==> config.mk <==
export PLATFORM = sky130hd
export DESIGN_NAME = adts_frame_scanner_unit
export DESIGN_NICKNAME = d
export VERILOG_FILES = /design/src/hdl/adts_fs_pkg.sv /design/src/hdl/adts_fs_queue.sv /design/src/hdl/adts_fs_front.sv /design/src/hdl/adts_fs_back.sv /design/src/hdl/adts_frame_scanner_unit.sv
export VERILOG_INCLUDE_DIRS = /design/src /design/src/hdl
export SDC_FILE = /design/constraint.sdc
export NUM_CORES = 1
export LEC_CHECK = 0
export BUFFER_PORTS_ARGS = -buffer_cell sky130_fd_sc_hd__buf_2
export CORE_MARGIN = 10
export CORE_UTILIZATION = 55
export DETAILED_ROUTE_END_ITERATION = 8
export GPL_TIMING_DRIVEN = 0
export PLACE_DENSITY = 0.81
export SYNTH_ARGS = -nofsm -noshare
export SYNTH_HDL_FRONTEND = slang
export SYNTH_SLANG_ARGS = --single-unit
==> constraint.sdc <==
create_clock -name clk -period 9.8 [get_ports clk]
set_clock_uncertainty 0.15 [all_clocks]
set_input_delay 0.98 -clock clk [delete_from_list [all_inputs] [get_ports clk]]
set_output_delay 0.98 -clock clk [all_outputs]
set_load 0.02 [all_outputs]
==> src/hdl/adts_frame_scanner_unit_defines.svh <==
// ============================================================================
// ADTS frame scanner assertion macros
// Concurrent assertion shorthands, clocked on clk and disabled in reset.
// ============================================================================
`ifndef ADTS_FRAME_SCANNER_UNIT_DEFINES_SVH
`define ADTS_FRAME_SCANNER_UNIT_DEFINES_SVH

// same-cycle implication
`define ADTS_ASSERT_NOW(lbl, ante, cons, msg) \
  lbl: assert property (@(posedge clk) disable iff (!rst_n) (ante) |-> (cons)) \
    else $error(msg);

// next-cycle implication
`define ADTS_ASSERT_NEXT(lbl, ante, cons, msg) \
  lbl: assert property (@(posedge clk) disable iff (!rst_n) (ante) |=> (cons)) \
    else $error(msg);

`endif

==> src/hdl/adts_fs_pkg.sv <==
`timescale 1ns / 1ps
// ============================================================================
// ADTS frame scanner package
// Shared constants, types and the sampling rate table.
// ============================================================================
package adts_fs_pkg;

  localparam int WINDOW_BYTES_DEF = 4608;
  localparam int ITEM_Q_DEPTH_DEF = 4;
  localparam int RESULT_Q_DEPTH   = 2;

  localparam int LEN_W       = 13;
  localparam int FRAME_CNT_W = 24;
  localparam int TOTAL_W     = 32;
  localparam int RATE_IDX_W  = 4;
  localparam int RATE_HZ_W   = 17;
  localparam int CAUSE_W     = 2;

  localparam logic [7:0] SYNC_BYTE  = 8'hFF;
  localparam logic [7:0] SYNC2_MASK = 8'hF6;
  localparam logic [7:0] SYNC2_VAL  = 8'hF0;

  localparam int MIN_FRAME_LEN    = 7;
  localparam int HEADER_BYTES     = 8;
  localparam int SEARCH_LOST_BYTES = 8;

  typedef enum logic [1:0] {
    PH_SEARCH,
    PH_HEADER,
    PH_BODY,
    PH_STOP
  } phase_t;

  typedef enum logic [CAUSE_W-1:0] {
    CAUSE_END       = 2'd0,
    CAUSE_LOST_SYNC = 2'd1,
    CAUSE_SHORT     = 2'd2,
    CAUSE_LONG      = 2'd3
  } cause_t;

  typedef enum logic [2:0] {
    HP_SYNC_HI,
    HP_SYNC_LO,
    HP_RATE,
    HP_LEN_HI,
    HP_LEN_MID,
    HP_LEN_LO,
    HP_SPARE,
    HP_JUDGE
  } hdr_pos_t;

  typedef struct packed {
    logic [7:0] data;
    logic       byte_ok;
    logic       eos;
    logic       is_ff;
    logic       is_sync2;
  } item_t;

  typedef struct packed {
    logic [FRAME_CNT_W-1:0] frame_count;
    logic [TOTAL_W-1:0]     total_frame_bytes;
    logic [RATE_IDX_W-1:0]  rate_index;
    logic [RATE_HZ_W-1:0]   sample_rate;
    logic                   sync_found;
    logic [CAUSE_W-1:0]     stop_cause;
  } result_t;

  function automatic logic [RATE_HZ_W-1:0] rate_hz(input logic [RATE_IDX_W-1:0] idx);
    logic [RATE_HZ_W-1:0] hz;
    unique case (idx)
      4'd0:    hz = 17'd96000;
      4'd1:    hz = 17'd88200;
      4'd2:    hz = 17'd64000;
      4'd3:    hz = 17'd48000;
      4'd4:    hz = 17'd44100;
      4'd5:    hz = 17'd32000;
      4'd6:    hz = 17'd24000;
      4'd7:    hz = 17'd22050;
      4'd8:    hz = 17'd16000;
      4'd9:    hz = 17'd12000;
      4'd10:   hz = 17'd11025;
      4'd11:   hz = 17'd8000;
      4'd12:   hz = 17'd7350;
      default: hz = '0;
    endcase
    return hz;
  endfunction

endpackage

==> src/hdl/adts_fs_queue.sv <==
`timescale 1ns / 1ps
// ============================================================================
// ADTS frame scanner queue
// Small show-ahead FIFO of flops used between the scanner stages.
// ============================================================================
module adts_fs_queue #(
  parameter int WIDTH = 1,
  parameter int DEPTH = 2
) (
  input  logic             clk,
  input  logic             rst_n,
  input  logic             push,
  input  logic [WIDTH-1:0] wr_data,
  input  logic             pop,
  output logic [WIDTH-1:0] rd_data,
  output logic             full,
  output logic             empty
);

  localparam int PTR_W = (DEPTH > 1) ? $clog2(DEPTH) : 1;
  localparam int CNT_W = $clog2(DEPTH + 1);

  logic [WIDTH-1:0] mem_r [DEPTH];
  logic [PTR_W-1:0] wr_ptr_r, wr_ptr_nxt;
  logic [PTR_W-1:0] rd_ptr_r, rd_ptr_nxt;
  logic [CNT_W-1:0] cnt_r, cnt_nxt;
  logic             wr_en;
  logic             rd_en;

  assign full    = (cnt_r == CNT_W'(DEPTH));
  assign empty   = (cnt_r == '0);
  assign wr_en   = push & ~full;
  assign rd_en   = pop & ~empty;
  assign rd_data = mem_r[rd_ptr_r];

  always_comb begin
    wr_ptr_nxt = wr_ptr_r;
    rd_ptr_nxt = rd_ptr_r;
    if (wr_en) begin
      wr_ptr_nxt = (wr_ptr_r == PTR_W'(DEPTH - 1)) ? '0 : wr_ptr_r + 1'b1;
    end
    if (rd_en) begin
      rd_ptr_nxt = (rd_ptr_r == PTR_W'(DEPTH - 1)) ? '0 : rd_ptr_r + 1'b1;
    end
    case ({wr_en, rd_en})
      2'b10:   cnt_nxt = cnt_r + 1'b1;
      2'b01:   cnt_nxt = cnt_r - 1'b1;
      default: cnt_nxt = cnt_r;
    endcase
  end

  always_ff @(posedge clk) begin
    if (!rst_n) begin
      wr_ptr_r <= '0;
      rd_ptr_r <= '0;
      cnt_r    <= '0;
    end else begin
      wr_ptr_r <= wr_ptr_nxt;
      rd_ptr_r <= rd_ptr_nxt;
      cnt_r    <= cnt_nxt;
    end
  end

  always_ff @(posedge clk) begin
    if (wr_en) begin
      mem_r[wr_ptr_r] <= wr_data;
    end
  end

endmodule

==> src/hdl/adts_fs_front.sv <==
`timescale 1ns / 1ps
// ============================================================================
// ADTS frame scanner front end
// Takes input transactions, drops idle ones and pre-decodes sync bytes.
// ============================================================================
module adts_fs_front (
  input  logic                in_push,
  input  logic [7:0]          in_data_byte,
  input  logic                in_byte_valid,
  input  logic                in_end_of_stream,
  output logic                in_full,
  input  logic                q_full,
  output logic                q_push,
  output adts_fs_pkg::item_t  q_item
);

  import adts_fs_pkg::*;

  assign in_full = q_full;
  assign q_push  = in_push & ~q_full & (in_byte_valid | in_end_of_stream);

  always_comb begin
    q_item.data     = in_data_byte;
    q_item.byte_ok  = in_byte_valid;
    q_item.eos      = in_end_of_stream;
    q_item.is_ff    = (in_data_byte == SYNC_BYTE);
    q_item.is_sync2 = ((in_data_byte & SYNC2_MASK) == SYNC2_VAL);
  end

endmodule

==> src/hdl/adts_fs_back.sv <==
`timescale 1ns / 1ps
// ============================================================================
// ADTS frame scanner back end
// Sync search, header walk, frame counting and summary generation.
// ============================================================================
module adts_fs_back #(
  parameter int WINDOW_BYTES = adts_fs_pkg::WINDOW_BYTES_DEF
) (
  input  logic                  clk,
  input  logic                  rst_n,
  input  logic                  item_empty,
  input  adts_fs_pkg::item_t    item,
  output logic                  item_pop,
  input  logic                  res_full,
  output logic                  res_push,
  output adts_fs_pkg::result_t  res
);

  import adts_fs_pkg::*;

  localparam int SCNT_W = $clog2(WINDOW_BYTES);
  localparam logic [SCNT_W-1:0] SCNT_LAST = SCNT_W'(WINDOW_BYTES - 1);
  localparam logic [LEN_W:0]    WIN_LEN   = (LEN_W + 1)'(WINDOW_BYTES);

  phase_t                 phase_r, phase_s, phase_nxt;
  hdr_pos_t               hdr_pos_r, hdr_pos_nxt;
  cause_t                 stop_r, stop_nxt;
  logic [SCNT_W-1:0]      search_r, search_nxt;
  logic                   prev_ff_r, prev_ff_nxt;
  logic                   sync_seen_r, sync_seen_nxt;
  logic                   rate_taken_r, rate_taken_nxt;
  logic [RATE_IDX_W-1:0]  first_rate_r, first_rate_nxt;
  logic [FRAME_CNT_W-1:0] frames_r, frames_nxt;
  logic [TOTAL_W-1:0]     total_r, total_nxt;

  logic                   sync_ok_r, sync_ok_nxt;
  logic [RATE_IDX_W-1:0]  rate_raw_r, rate_raw_nxt;
  logic [1:0]             len_hi_r, len_hi_nxt;
  logic [7:0]             len_mid_r, len_mid_nxt;
  logic [LEN_W-1:0]       left_r, left_nxt;

  logic                   byte_go;
  logic                   end_go;
  logic                   sync_hit;
  logic                   win_end;
  logic                   judge;
  logic                   len_short;
  logic                   len_big;
  logic                   len_seven;
  logic                   len_eight;
  logic                   body_last;
  logic [FRAME_CNT_W-1:0] frames_inc;
  logic [TOTAL_W:0]       total_sum;
  logic [TOTAL_W-1:0]     total_sat;

  assign item_pop = ~item_empty & (~item.eos | ~res_full);
  assign byte_go  = item_pop & item.byte_ok;
  assign end_go   = item_pop & item.eos;
  assign res_push = end_go;

  always_comb begin
    sync_hit   = (search_r != '0) & prev_ff_r & item.is_sync2;
    win_end    = (search_r == SCNT_LAST);
    judge      = (hdr_pos_r == HP_JUDGE);
    len_short  = (left_r < LEN_W'(MIN_FRAME_LEN));
    len_big    = ({1'b0, left_r} > WIN_LEN);
    len_seven  = (left_r == LEN_W'(MIN_FRAME_LEN));
    len_eight  = (left_r == LEN_W'(HEADER_BYTES));
    body_last  = (left_r == LEN_W'(1));
    frames_inc = (frames_r == '1) ? frames_r : frames_r + 1'b1;
    total_sum  = {1'b0, total_r} + (TOTAL_W + 1)'(left_r);
    total_sat  = total_sum[TOTAL_W] ? '1 : total_sum[TOTAL_W-1:0];
  end

  // next state
  always_comb begin
    phase_s = phase_r;
    if (byte_go) begin
      unique case (phase_r)
        PH_SEARCH: begin
          if (sync_hit) begin
            phase_s = PH_HEADER;
          end else if (win_end) begin
            phase_s = PH_STOP;
          end
        end
        PH_HEADER: begin
          if (judge) begin
            if (!sync_ok_r || len_short || len_big) begin
              phase_s = PH_STOP;
            end else if (!len_seven && !len_eight) begin
              phase_s = PH_BODY;
            end
          end
        end
        PH_BODY: begin
          if (body_last) begin
            phase_s = PH_HEADER;
          end
        end
        PH_STOP: phase_s = PH_STOP;
        default: phase_s = phase_r;
      endcase
    end
    phase_nxt = end_go ? PH_SEARCH : phase_s;
  end

  // datapath and summary
  always_comb begin
    hdr_pos_nxt    = hdr_pos_r;
    stop_nxt       = stop_r;
    search_nxt     = search_r;
    prev_ff_nxt    = prev_ff_r;
    sync_seen_nxt  = sync_seen_r;
    rate_taken_nxt = rate_taken_r;
    first_rate_nxt = first_rate_r;
    frames_nxt     = frames_r;
    total_nxt      = total_r;
    sync_ok_nxt    = sync_ok_r;
    rate_raw_nxt   = rate_raw_r;
    len_hi_nxt     = len_hi_r;
    len_mid_nxt    = len_mid_r;
    left_nxt       = left_r;

    if (byte_go) begin
      prev_ff_nxt = item.is_ff;
      unique case (phase_r)
        PH_SEARCH: begin
          if (sync_hit) begin
            sync_seen_nxt = 1'b1;
            sync_ok_nxt   = 1'b1;
            hdr_pos_nxt   = HP_RATE;
          end else if (win_end) begin
            stop_nxt = CAUSE_LOST_SYNC;
          end else begin
            search_nxt = search_r + 1'b1;
          end
        end
        PH_HEADER: begin
          hdr_pos_nxt = hdr_pos_t'(hdr_pos_r + 3'd1);
          unique case (hdr_pos_r)
            HP_SYNC_HI: sync_ok_nxt = item.is_ff;
            HP_SYNC_LO: sync_ok_nxt = sync_ok_r & item.is_sync2;
            HP_RATE:    rate_raw_nxt = item.data[5:2];
            HP_LEN_HI:  len_hi_nxt = item.data[1:0];
            HP_LEN_MID: len_mid_nxt = item.data;
            HP_LEN_LO:  left_nxt = {len_hi_r, len_mid_r, item.data[7:5]};
            HP_SPARE:   hdr_pos_nxt = HP_JUDGE;
            HP_JUDGE: begin
              hdr_pos_nxt = HP_JUDGE;
              if (!sync_ok_r) begin
                stop_nxt = CAUSE_LOST_SYNC;
              end else begin
                if (!rate_taken_r) begin
                  first_rate_nxt = rate_raw_r;
                  rate_taken_nxt = 1'b1;
                end
                if (len_short) begin
                  stop_nxt = CAUSE_SHORT;
                end else begin
                  total_nxt = total_sat;
                  if (len_big) begin
                    stop_nxt = CAUSE_LONG;
                  end else if (len_seven) begin
                    // this byte opens the next header
                    frames_nxt  = frames_inc;
                    sync_ok_nxt = item.is_ff;
                    hdr_pos_nxt = HP_SYNC_LO;
                  end else begin
                    hdr_pos_nxt = HP_SYNC_HI;
                    left_nxt    = left_r - LEN_W'(HEADER_BYTES);
                    if (len_eight) begin
                      frames_nxt = frames_inc;
                    end
                  end
                end
              end
            end
            default: hdr_pos_nxt = hdr_pos_r;
          endcase
        end
        PH_BODY: begin
          left_nxt = left_r - 1'b1;
          if (body_last) begin
            frames_nxt  = frames_inc;
            hdr_pos_nxt = HP_SYNC_HI;
          end
        end
        PH_STOP: prev_ff_nxt = item.is_ff;
        default: prev_ff_nxt = item.is_ff;
      endcase
    end

    res.frame_count       = frames_nxt;
    res.total_frame_bytes = total_nxt;
    res.rate_index        = rate_taken_nxt ? first_rate_nxt : '0;
    res.sample_rate       = rate_taken_nxt ? rate_hz(first_rate_nxt) : '0;
    res.sync_found        = sync_seen_nxt;
    if (phase_s == PH_STOP) begin
      res.stop_cause = stop_nxt;
    end else if (phase_s == PH_SEARCH && search_nxt >= SCNT_W'(SEARCH_LOST_BYTES)) begin
      res.stop_cause = CAUSE_LOST_SYNC;
    end else begin
      res.stop_cause = CAUSE_END;
    end

    if (end_go) begin
      hdr_pos_nxt    = HP_SYNC_HI;
      stop_nxt       = CAUSE_END;
      search_nxt     = '0;
      prev_ff_nxt    = 1'b0;
      sync_seen_nxt  = 1'b0;
      rate_taken_nxt = 1'b0;
      first_rate_nxt = '0;
      frames_nxt     = '0;
      total_nxt      = '0;
    end
  end

  always_ff @(posedge clk) begin
    if (!rst_n) begin
      phase_r      <= PH_SEARCH;
      hdr_pos_r    <= HP_SYNC_HI;
      stop_r       <= CAUSE_END;
      search_r     <= '0;
      prev_ff_r    <= 1'b0;
      sync_seen_r  <= 1'b0;
      rate_taken_r <= 1'b0;
      first_rate_r <= '0;
      frames_r     <= '0;
      total_r      <= '0;
    end else begin
      phase_r      <= phase_nxt;
      hdr_pos_r    <= hdr_pos_nxt;
      stop_r       <= stop_nxt;
      search_r     <= search_nxt;
      prev_ff_r    <= prev_ff_nxt;
      sync_seen_r  <= sync_seen_nxt;
      rate_taken_r <= rate_taken_nxt;
      first_rate_r <= first_rate_nxt;
      frames_r     <= frames_nxt;
      total_r      <= total_nxt;
    end
  end

  always_ff @(posedge clk) begin
    sync_ok_r  <= sync_ok_nxt;
    rate_raw_r <= rate_raw_nxt;
    len_hi_r   <= len_hi_nxt;
    len_mid_r  <= len_mid_nxt;
    left_r     <= left_nxt;
  end

endmodule

==> src/hdl/adts_frame_scanner_unit.sv <==
`timescale 1ns / 1ps
// ============================================================================
// ADTS frame scanner unit
// Scans an ADTS byte stream and reports frame count, byte total, sampling
// rate and stop cause once per stream.
// ============================================================================
// One byte transaction is taken per clock while in_full is low. Accepted
// transactions enter an item queue (ITEM_QUEUE_DEPTH deep); the scan engine
// drains it at one item per cycle, stalling only while an end-of-stream item
// waits on a full result queue; only then can in_full rise. The summary
// enters a two-entry result queue when its end-of-stream item leaves the
// item queue, once any items ahead of it have drained, and is held there
// until popped; the scanner then starts afresh on the next stream.
module adts_frame_scanner_unit #(
  parameter int WINDOW_BYTES     = adts_fs_pkg::WINDOW_BYTES_DEF,
  parameter int ITEM_QUEUE_DEPTH = adts_fs_pkg::ITEM_Q_DEPTH_DEF
) (
  input  logic                                    clk,
  input  logic                                    rst_n,
  input  logic                                    in_push,
  output logic                                    in_full,
  input  logic [7:0]                              in_data_byte,
  input  logic                                    in_byte_valid,
  input  logic                                    in_end_of_stream,
  output logic                                    out_empty,
  input  logic                                    out_pop,
  output logic [adts_fs_pkg::FRAME_CNT_W-1:0]     out_frame_count,
  output logic [adts_fs_pkg::TOTAL_W-1:0]         out_total_frame_bytes,
  output logic [adts_fs_pkg::RATE_IDX_W-1:0]      out_rate_index,
  output logic [adts_fs_pkg::RATE_HZ_W-1:0]       out_sample_rate,
  output logic                                    out_sync_found,
  output logic [adts_fs_pkg::CAUSE_W-1:0]         out_stop_cause
);

  import adts_fs_pkg::*;

  `include "adts_frame_scanner_unit_defines.svh"

  logic    mq_push;
  logic    mq_full;
  logic    mq_empty;
  logic    mq_pop;
  item_t   mq_wr_item;
  item_t   mq_rd_item;
  logic    rq_push;
  logic    rq_full;
  result_t rq_wr_res;
  result_t rq_rd_res;

  adts_fs_front u_front (
    .in_push          (in_push),
    .in_data_byte     (in_data_byte),
    .in_byte_valid    (in_byte_valid),
    .in_end_of_stream (in_end_of_stream),
    .in_full          (in_full),
    .q_full           (mq_full),
    .q_push           (mq_push),
    .q_item           (mq_wr_item)
  );

  adts_fs_queue #(
    .WIDTH ($bits(item_t)),
    .DEPTH (ITEM_QUEUE_DEPTH)
  ) u_item_q (
    .clk     (clk),
    .rst_n   (rst_n),
    .push    (mq_push),
    .wr_data (mq_wr_item),
    .pop     (mq_pop),
    .rd_data (mq_rd_item),
    .full    (mq_full),
    .empty   (mq_empty)
  );

  adts_fs_back #(
    .WINDOW_BYTES (WINDOW_BYTES)
  ) u_back (
    .clk        (clk),
    .rst_n      (rst_n),
    .item_empty (mq_empty),
    .item       (mq_rd_item),
    .item_pop   (mq_pop),
    .res_full   (rq_full),
    .res_push   (rq_push),
    .res        (rq_wr_res)
  );

  adts_fs_queue #(
    .WIDTH ($bits(result_t)),
    .DEPTH (RESULT_Q_DEPTH)
  ) u_result_q (
    .clk     (clk),
    .rst_n   (rst_n),
    .push    (rq_push),
    .wr_data (rq_wr_res),
    .pop     (out_pop),
    .rd_data (rq_rd_res),
    .full    (rq_full),
    .empty   (out_empty)
  );

  assign out_frame_count       = rq_rd_res.frame_count;
  assign out_total_frame_bytes = rq_rd_res.total_frame_bytes;
  assign out_rate_index        = rq_rd_res.rate_index;
  assign out_sample_rate       = rq_rd_res.sample_rate;
  assign out_sync_found        = rq_rd_res.sync_found;
  assign out_stop_cause        = rq_rd_res.stop_cause;

  `ADTS_ASSERT_NOW(a_rq_no_overflow, rq_push, !rq_full, "summary pushed into full result queue")
  `ADTS_ASSERT_NOW(a_mq_pop_valid, mq_pop, !mq_empty, "scan engine popped empty item queue")
  `ADTS_ASSERT_NEXT(a_rq_frees, out_pop && !out_empty && !rq_push, !rq_full, "result queue stuck full")
  `ADTS_ASSERT_NEXT(a_item_lands, in_push && !in_full && (in_byte_valid || in_end_of_stream), !mq_empty, "accepted transaction lost")

endmodule
# --- Yosys cells after proc, flatten, opt, wreduce, memory -nomap -nowiden ---
# Memories as Yosys holds them, arrays and structs flattened. A register that Yosys moved wholly into a read port is not among the register bits.
# Index checks and enable logic that the tools add are counted.
classes:
  n_addsub: 14
  n_mul: 0
  div: 0
  magnitude_cmp: 3
  n_eq_ne: 34
  shifts: 0
  muxes: 87
  bitwise: 20
  reduce_logical: 25
op_table:
  columns: ["cell", "count"]
  rows:
  - ["two-way mux 24 bit", 9]
  - ["two-way mux 32 bit", 6]
  - ["two-way mux 13 bit", 8]
  - ["case mux 13 bit (2 select lines)", 2]
  - ["case mux 24 bit (2 select lines)", 1]
  - ["two-way mux 2 bit", 19]
  - ["adder 32 x 13 -> 33 bit", 1]
  - ["adder 24 x 1 -> 24 bit (second input constant)", 1]
  - ["equality test 24 bit (second input constant)", 1]
  - ["two-way mux 4 bit", 6]
  - ["two-way mux 1 bit", 22]
  - ["two-way mux 17 bit", 1]
  - ["equality test 2 bit (second input constant)", 8]
  - ["equality test 3 bit (second input constant)", 5]
  - ["two-way mux 3 bit", 5]
  - ["adder 13 x 1 -> 13 bit (second input constant)", 1]
  - ["equality test 13 x 1 -> 1 bit (second input constant)", 1]
  - ["equality test 13 bit (second input constant)", 1]
  - ["equality test 13 x 3 -> 1 bit (second input constant)", 1]
  - ["equality test 13 x 4 -> 1 bit (second input constant)", 1]
  - ["greater-or-equal comparator 13 x 4 -> 1 bit (second input constant)", 1]
  - ["> comparator 13 bit (second input constant)", 1]
  - ["< comparator 13 x 3 -> 1 bit (second input constant)", 1]
  - ["nonzero test 13 bit", 1]
  - ["36 further kinds", 79]
totals:
  ff_bits: 122
  latch_bits: 0
  mem_bits_rw: 208
  romBits: 272
  input_bits: 14
  output_inout_bits: 82
  word_cells: 207
  mem_count: 3
mem_list:
  columns: ["memory", "depth", "width", "read_ports", "rd_ports_with_merged_regs", "write_ports", "line_no", "source"]
  rows:
  - ["(no name shown)", 16, 17, 1, 0, 0, "adts_fs_pkg.sv:71", "unique case (idx)"]
  - ["u_result_q.mem_r", 2, 80, 1, 1, 1, "adts_fs_queue.sv:23", "logic [WIDTH-1:0] mem_r [DEPTH];"]
  - ["u_item_q.mem_r", 4, 12, 1, 1, 1, "adts_fs_queue.sv:23", null]

# --- Depth between registers and ports, before layout ---
# Gate-level depths: netlist (run 1).
logic_depth:
  word_depth: 12
  depth_mapped: 12
  mapped_depth_nobuf: 10

# --- Cells and area by module ---
# Synthesis (run 1) repeated with hierarchy kept, for this count alone.
hier_totals:
  hier_cells: 1339
  area_unflattened_um2: 15969.1
modules_own_cells:
  columns: ["mod", "n_inst", "cells_per_inst", "area_per_inst_um2", "seq_area_each_um2"]
  rows:
  - ["adts_fs_back", 1, 929, 7624.8, 2502.4]
  - ["adts_fs_queue at u_result_q", 1, 275, 5985.7, 4904.7]
  - ["adts_fs_queue at u_item_q", 1, 118, 2238.4, 1621.6]
  - ["adts_fs_front", 1, 17, 120.1, 0.0]

# --- Least setup slack after synthesis (run 1) ---
# OpenSTA, ideal clock, no wires.
synth_timing:
  path_kind: "reg-to-reg"
  start: "register (tool-made name)"
  end: "memory u_result_q.mem_r[0][0] (netlist bit), enable pin"
  setup_ps: 520
  arrival_time_ps: 4776
  required_time_ps: 9130
  slack_ps: 4354
  path_stages_with_launch: 5
  path_buffers: 0
  synth_period_minus_slack_ps: 5446
  path_cell_list: "dfxtp_1 -> mux4_2 -> a31oi_4 -> nand2_1 -> nor2_1"
synth_lines:
  columns: ["element", "line_no"]
  rows:
  - ["to (decl)", "adts_fs_queue.sv:23"]

==> results of run 1 <==
worst min-delay path: stages (launching register included):
cell and delay, ps:
dfxtp_1 320, nand2_1 50, a21oi_1 50
through the flow:
step | util, % | hold WS (ps) | instance area, µm²
after floorplan | - | 299.7 | 15700
after global placement | 59.43 | 314.7 | 16650
after detailed placement | 59.71 | 318.4 | 16730
after CTS | 63.70 | 324.7 | 17840
after global routing | 63.70 | 363.2 | 17840
final | 63.70 | 323.4 | 17840
cell usage after synthesis, drive strengths merged, types with 5 or more instances:
cell type	number
o22ai	9
nand3	37
and3	31
inv	29
or2	5
ha	48
o41ai	6
or3	8
and2	16
clkbuf	49
nor3b	5
mux2i	18
edfxtp	236
nor2b	49
a21o	9
nor2	122
nand2b	5
buf	13
nand4	22
mux4	12
o21a	10
xor2	19
and4	9
mux2	89
a21oi	54
nor4	9
nand2	100
o31ai	15
a31oi	20
a211oi	9
xnor2	27
o21ai	61
nor3	28
dfxtp	97
power by group:
| part | internal (W) | switching (W) |
|---|---|---|
| clock | 0.000770 | 0.000531 |
| combinational | 0.000389 | 0.000678 |
| sequential | 0.00175 | 0.0000607 |
cells by family (layout without fill, tap and decap cells):
group                    after synthesis  after routing  share of synthesized area (%)
flip-flops                           333            333                          57.52
AO/OA/AOI/OAI                        234            234                          9.605
AND/OR/NAND/NOR                      456            456                          14.71
XOR/XNOR                              46             46                          2.567
multiplexers                         119            119                          9.278
adder cells (fa/ha/maj)               50             50                          4.081
buffers and inverters                 91            251                          2.240
sequential cells by signal, indices dropped and copies added (netlist names), 2 cells and up, named ones only:
signal / flops
u_back.len_mid_r: 8
u_item_q.wr_ptr_r: 2
u_back.rate_raw_r: 4
u_item_q.cnt_r: 3
u_result_q.mem_r: 160
u_item_q.rd_ptr_r: 2
u_back.stop_r: 2
u_back.search_r: 13
u_back.len_hi_r: 2
u_back.phase_r: 2
u_back.total_r: 32
u_back.frames_r: 24
u_back.hdr_pos_r: 3
u_item_q.mem_r: 48
u_result_q.cnt_r: 2
u_back.first_rate_r: 4
u_back.left_r: 13
path summary, 6_finish.rpt:
kind                            cells after the start  slack (ps)                              from                                end
worst max-delay path                               10        5490  u_back.hdr_pos_r[0]$_SDFFE_PP0P_  u_result_q.mem_r[0][15]$_DFFE_PP_
worst min-delay path                                2         320     u_back.prev_ff_r$_SDFFE_PP0N_      u_back.prev_ff_r$_SDFFE_PP0N_
worst max register to register                     10        5490  u_back.hdr_pos_r[0]$_SDFFE_PP0P_  u_result_q.mem_r[0][15]$_DFFE_PP_
worst min register to register                      2         320     u_back.prev_ff_r$_SDFFE_PP0N_      u_back.prev_ff_r$_SDFFE_PP0N_
metal layers:
layer	share of wire [%]	global-route usage (%)	wire length, µm	vias to the layer above
li1	-	-	-	5228
met2	48	32.36	17110	398
met5	0	0	0	-
met4	2.2	5.800	787	0
met1	43	24.69	15230	5319
met3	6.7	3.840	2376	53
cell type report:
| type | instances | area [µm²] | share of cell area, % |
|---|---|---|---|
| plain buffers | 62 | 242.7 | 1.360 |
| clock buffers | 48 | 923.4 | 5.175 |
| clock inverters | 14 | 193.9 | 1.087 |
| inverters | 29 | 108.9 | 0.6101 |
| multi-input cells | 905 | 6330 | 35.47 |
| flip-flops and latches | 333 | 9029 | 50.60 |
| well taps | 378 | 473.0 | 2.651 |
| repair buffers | 98 | 543.0 | 3.043 |
==> results.toml, run 1 <==
[run_status]
status = "complete, no violations"

[synth]
syn_inst = 1329
yosys_warnings = 0
syn_area_per_cell_um2 = 11.81
syn_nets = 1393
ys_types = 70
synth-edff-count = 236
synth_ff_type = "edfxtp_1"
ys_async_sr_fraction_pct = 0
syn_area_um2 = 15700
ys_seq_area_share_pct = 57.52
synth_top_cell_by_area = "edfxtp_1"
yosysTopAreaCellShare_pct = 45.15
yosys-top-cells-area = "edfxtp_1, dfxtp_1, mux2_2"
synth_seq_cells = 333

[layout]
final_common_cell = "edfxtp_1"
fillers = 2103
drive_gt1_share_pct = 18.13
mostFrequentLayoutCells = "edfxtp_1, nor2_1, buf_2, nand2_1, dfxtp_1"
antenna_cells = 0
finalNetCount = 1527
fin_cells = 1867
area_delta_synth_final_pct = 13.67

[setup_path]
crit_chain = "ha_1 > ha_1 > clkbuf_1 > nand3_1 > nor3_4 > mux2i_1 > ha_1 > nor2_1 > a21o_1 > a221oi_1"
worst-path-buf-inv = 1
startpoint_type = "flip-flop"
slowest_stage = "mux2i_1"
path_max_fanout = 11
cpPeakStageDelay_ps = 830
worstSetupPathType = "flip-flop to flip-flop"
crit_path_frequent_cell = "ha_1"
critPathRequiredTime_ps = 9960
arrival_ps = 4470
crit_family = "adder cells"
critPathCaptureType = "flip-flop"

[power]
fin_total_pwr_w = 0.004181
peakVddDrop_uv = 215.1
p_leak_nw = 6.311
p_per_area_nw_per_um2 = 234.3

[clock_tree]
cts_setup_buffers = 0
cts_buffers = 34
holdBufCountCts = 0
post_cts_resized = 0
numClockSinks = 333
path_clk_slew_ps = 60
clk_latency_ps = 520
cts.root.buffer_cell = "clkbuf_16"
cts_tree = "done"
htreeDepth = 2
cts_buffer_depth = 3

[placed_design]
port_buffers = 95
place_congestion = 0.9386
dp_slack_ps = 5614
place_hpwl_mm = 25.11
dp.cells = 1805

[route]
routed_wl_mm = 35.50
firstDrtPassIters = 5
antenna_left = 0
drc = 0
viasPerCell = 5.891
via_count = 11000
post_drt_wl_per_cell_um = 19.02
drtIter0Drc = 1110

[sta]
tightest_slew_ps = 1116
fin_crit_sh_pct = 44.02
slew_violations = 0
finalSetupViolCount = 0
hold_viol = 0
fmaxAchievable_mhz = 231.8
relSlewSlack_pct = 25.05
rsz0062_at_grt = "no"
final.setup.worst_slack_ps = 5486
setup_tns_ps = 0
finalCriticalPeriod_ps = 4314

[global_route]
grt_pass1_wl_mm = 56.70
globalRoute.totalOverflow = 0
grt_use_total_pct = 19.27
grt_pass1_vias = 10850
antenna_found_initial = 0
grt_max_degree = 66

[floorplan]
core_area_um2 = 28010
num_io_pins = 96
initial_utilization_pct = 56.04
chipWidth_um = 188.9
die_h_um = 188.9
num_rows = 61
dieArea_um2 = 35700

[flow_run]
drv_cap = 0

[worst_hold_path]
hold_class = "flip-flop to flip-flop"
No activity file was read; power rests on OpenSTA's default activity.
==> run 2: changes to the inputs <==
==> constraint.sdc (replaced) <==
create_clock -name clk -period 4.5 [get_ports clk]
set_clock_uncertainty 0.15 [all_clocks]
set_input_delay 0.45 -clock clk [delete_from_list [all_inputs] [get_ports clk]]
set_output_delay 0.45 -clock clk [all_outputs]
set_load 0.02 [all_outputs]
==> run 2 against run 1 <==
Sequential power increased by 120%; non-clock buffer count is 4 higher; final cell count up 0.32%; utilization is 0.22 points higher; clock-buffer cell count down 1; die area did not move; flip-flop and latch count did not move; combinational power rose by 120%; routed wire length down 0.12%; setup slack worse by 5200 ps; first-iteration DRC count decreased by 2.3%; via count rose by 1.1%; critical path type unchanged; largest power group unchanged.
==> results.toml, run 2 (synthesized netlist as in run 1, its figures left out) <==
[route]
routed_wl_mm = 35.46
viasPerCell = 5.934
firstDrtPassIters = 6
met3_length_mm = 2.341
post_drt_wl_per_cell_um = 18.93
wl_met1_mm = 15.20
top_layer = "met4"
drtIter0Drc = 1085
wl_met2_mm = 17.23
drc = 0
via_count = 11120
antenna_left = 0

[run_status]
status = "complete, no violations"

[sta]
fmaxAchievable_mhz = 239.5
finalSetupViolCount = 0
setup_tns_ps = 0
hold_viol = 0
slew_violations = 0
relSlewSlack_pct = 24.33
fin_crit_sh_pct = 92.79
finalCriticalPeriod_ps = 4176
rsz0062_at_grt = "no"
tightest_slew_ps = 1126

[global_route]
grt_pass1_vias = 11090
antenna_found_initial = 0
globalRoute.totalOverflow = 0
grt_max_degree = 57
grt_pass1_wl_mm = 57.82
grt_use_total_pct = 19.54

[setup_path]
worstSetupPathType = "flip-flop to flip-flop"
path_max_fanout = 11
startpoint_type = "flip-flop"
arrival_ps = 4320
critPathCaptureType = "flip-flop"
critPathRequiredTime_ps = 4640

[floorplan]
die_h_um = 188.9
initial_utilization_pct = 56.04
num_io_pins = 96
core_area_um2 = 28010
dieArea_um2 = 35700
chipWidth_um = 188.9
num_rows = 61

[clock_tree]
clk_latency_ps = 530
htreeDepth = 2
numClockSinks = 333
cts_buffers = 35
cts_tree = "done"
cts_setup_buffers = 0
cts_buffer_depth = 3
path_clk_slew_ps = 60
cts.root.buffer_cell = "clkbuf_16"

[layout]
largest_reg_flops = 160
drive_gt1_share_pct = 18.39
mostFrequentLayoutCells = "edfxtp_1, nor2_1, buf_2, nand2_1, dfxtp_1"
final_common_cell = "edfxtp_1"
reg_top3 = "u_result_q.mem_r (160), u_item_q.mem_r (48), u_back.total_r (32)"
area_delta_synth_final_pct = 14.06
antenna_cells = 0
fin_cells = 1873
finalNetCount = 1532
largest_register = "u_result_q.mem_r"

[placed_design]
dp.cells = 1805
place_congestion = 0.9488
place_hpwl_mm = 25.29
port_buffers = 95

[power]
peakVddDrop_uv = 336.5
p_leak_nw = 6.338
p_per_area_nw_per_um2 = 507.8
fin_total_pwr_w = 0.009091

[flow_run]
drv_cap = 0

[worst_hold_path]
hold_class = "input port to flip-flop"
## run 2: changes by cell type in the layout (fill, tap and decap cells not counted), moves of 2 or more
cell           change
clkinv_1           +2
clkinv_2           +2
bufinv_16          -2
mux2i_2            +2
inv_6              -2
dlygate4sd3_1      +4
mux2i_1            -2
clkbuf_1           -3
## run 2: final timing paths
path	from	endpoint	slack, ps	cells past startpoint
setup / recovery	u_back.hdr_pos_r[0]$_SDFFE_PP0P_	u_result_q.mem_r[0][15]$_DFFE_PP_	320	10
hold reg to reg	u_back.prev_ff_r$_SDFFE_PP0N_	u_back.prev_ff_r$_SDFFE_PP0N_	330	2
setup reg to reg	u_back.hdr_pos_r[0]$_SDFFE_PP0P_	u_result_q.mem_r[0][15]$_DFFE_PP_	320	10
hold / removal	in_data_byte[7]	u_item_q.mem_r[3][11]$_DFFE_PP_	20	1
## run 2: per-stage QoR
stage	instance area, µm²	worst slack (ps)	utilization, %	hold slack (ps)
final	17900	324.3	63.92	22.91
after global placement	16650	-1005	59.44	314.7
after CTS	17900	157.8	63.89	8.942
after floorplan	15700	404.4	-	299.7
after detailed placement	16730	178.5	59.71	316.5
after global routing	17900	58.82	63.92	21.76
## run 2: metal layers
| metal | track usage (%) | up-vias |
|---|---|---|
| met5 | 0 | - |
| met3 | 3.326 | 65 |
| met4 | 5.830 | 0 |
| met2 | 33.16 | 428 |
| met1 | 25.13 | 5389 |
| li1 | - | 5233 |
## run 2: critical path: stages (launching register included)
cell and delay, ps:
dfxtp_1 390, ha_1 260, ha_1 220, clkbuf_1 450, nand3_1 400, nor3_4 400
mux2i_2 630, ha_1 380, nor2_1 110, a21o_1 180, a221oi_1 390
## run 2: layout make-up
type | instances | area [µm²]
Sequential cell | 333 | 9029
Inverter | 29 | 108.9
Tap cell | 378 | 473.0
Multi-Input combinational cell | 905 | 6337
Timing Repair Buffer | 102 | 583.1
Buffer | 62 | 242.7
Fill cell | 2146 | 10110
Clock buffer | 47 | 950.9
Clock inverter | 17 | 180.2
## run 2: report_power, final
| part | switching, W | total, W | internal, W | leakage (nW) |
|---|---|---|---|---|
| Clock | 0.00118 | 0.00281 | 0.00163 | 0.550 |
| Combinational | 0.00149 | 0.00234 | 0.000849 | 2.85 |
| Sequential | 0.000130 | 0.00395 | 0.00382 | 2.94 |
| Total | 0.00280 | 0.00909 | 0.00629 | 6.34 |
## run 2: repair_timing
item	in CTS	in global routing
hold buffers	4	0
endpoints found under the hold margin	10	0
resized for setup	0	2
endpoints found under the setup margin	0	6
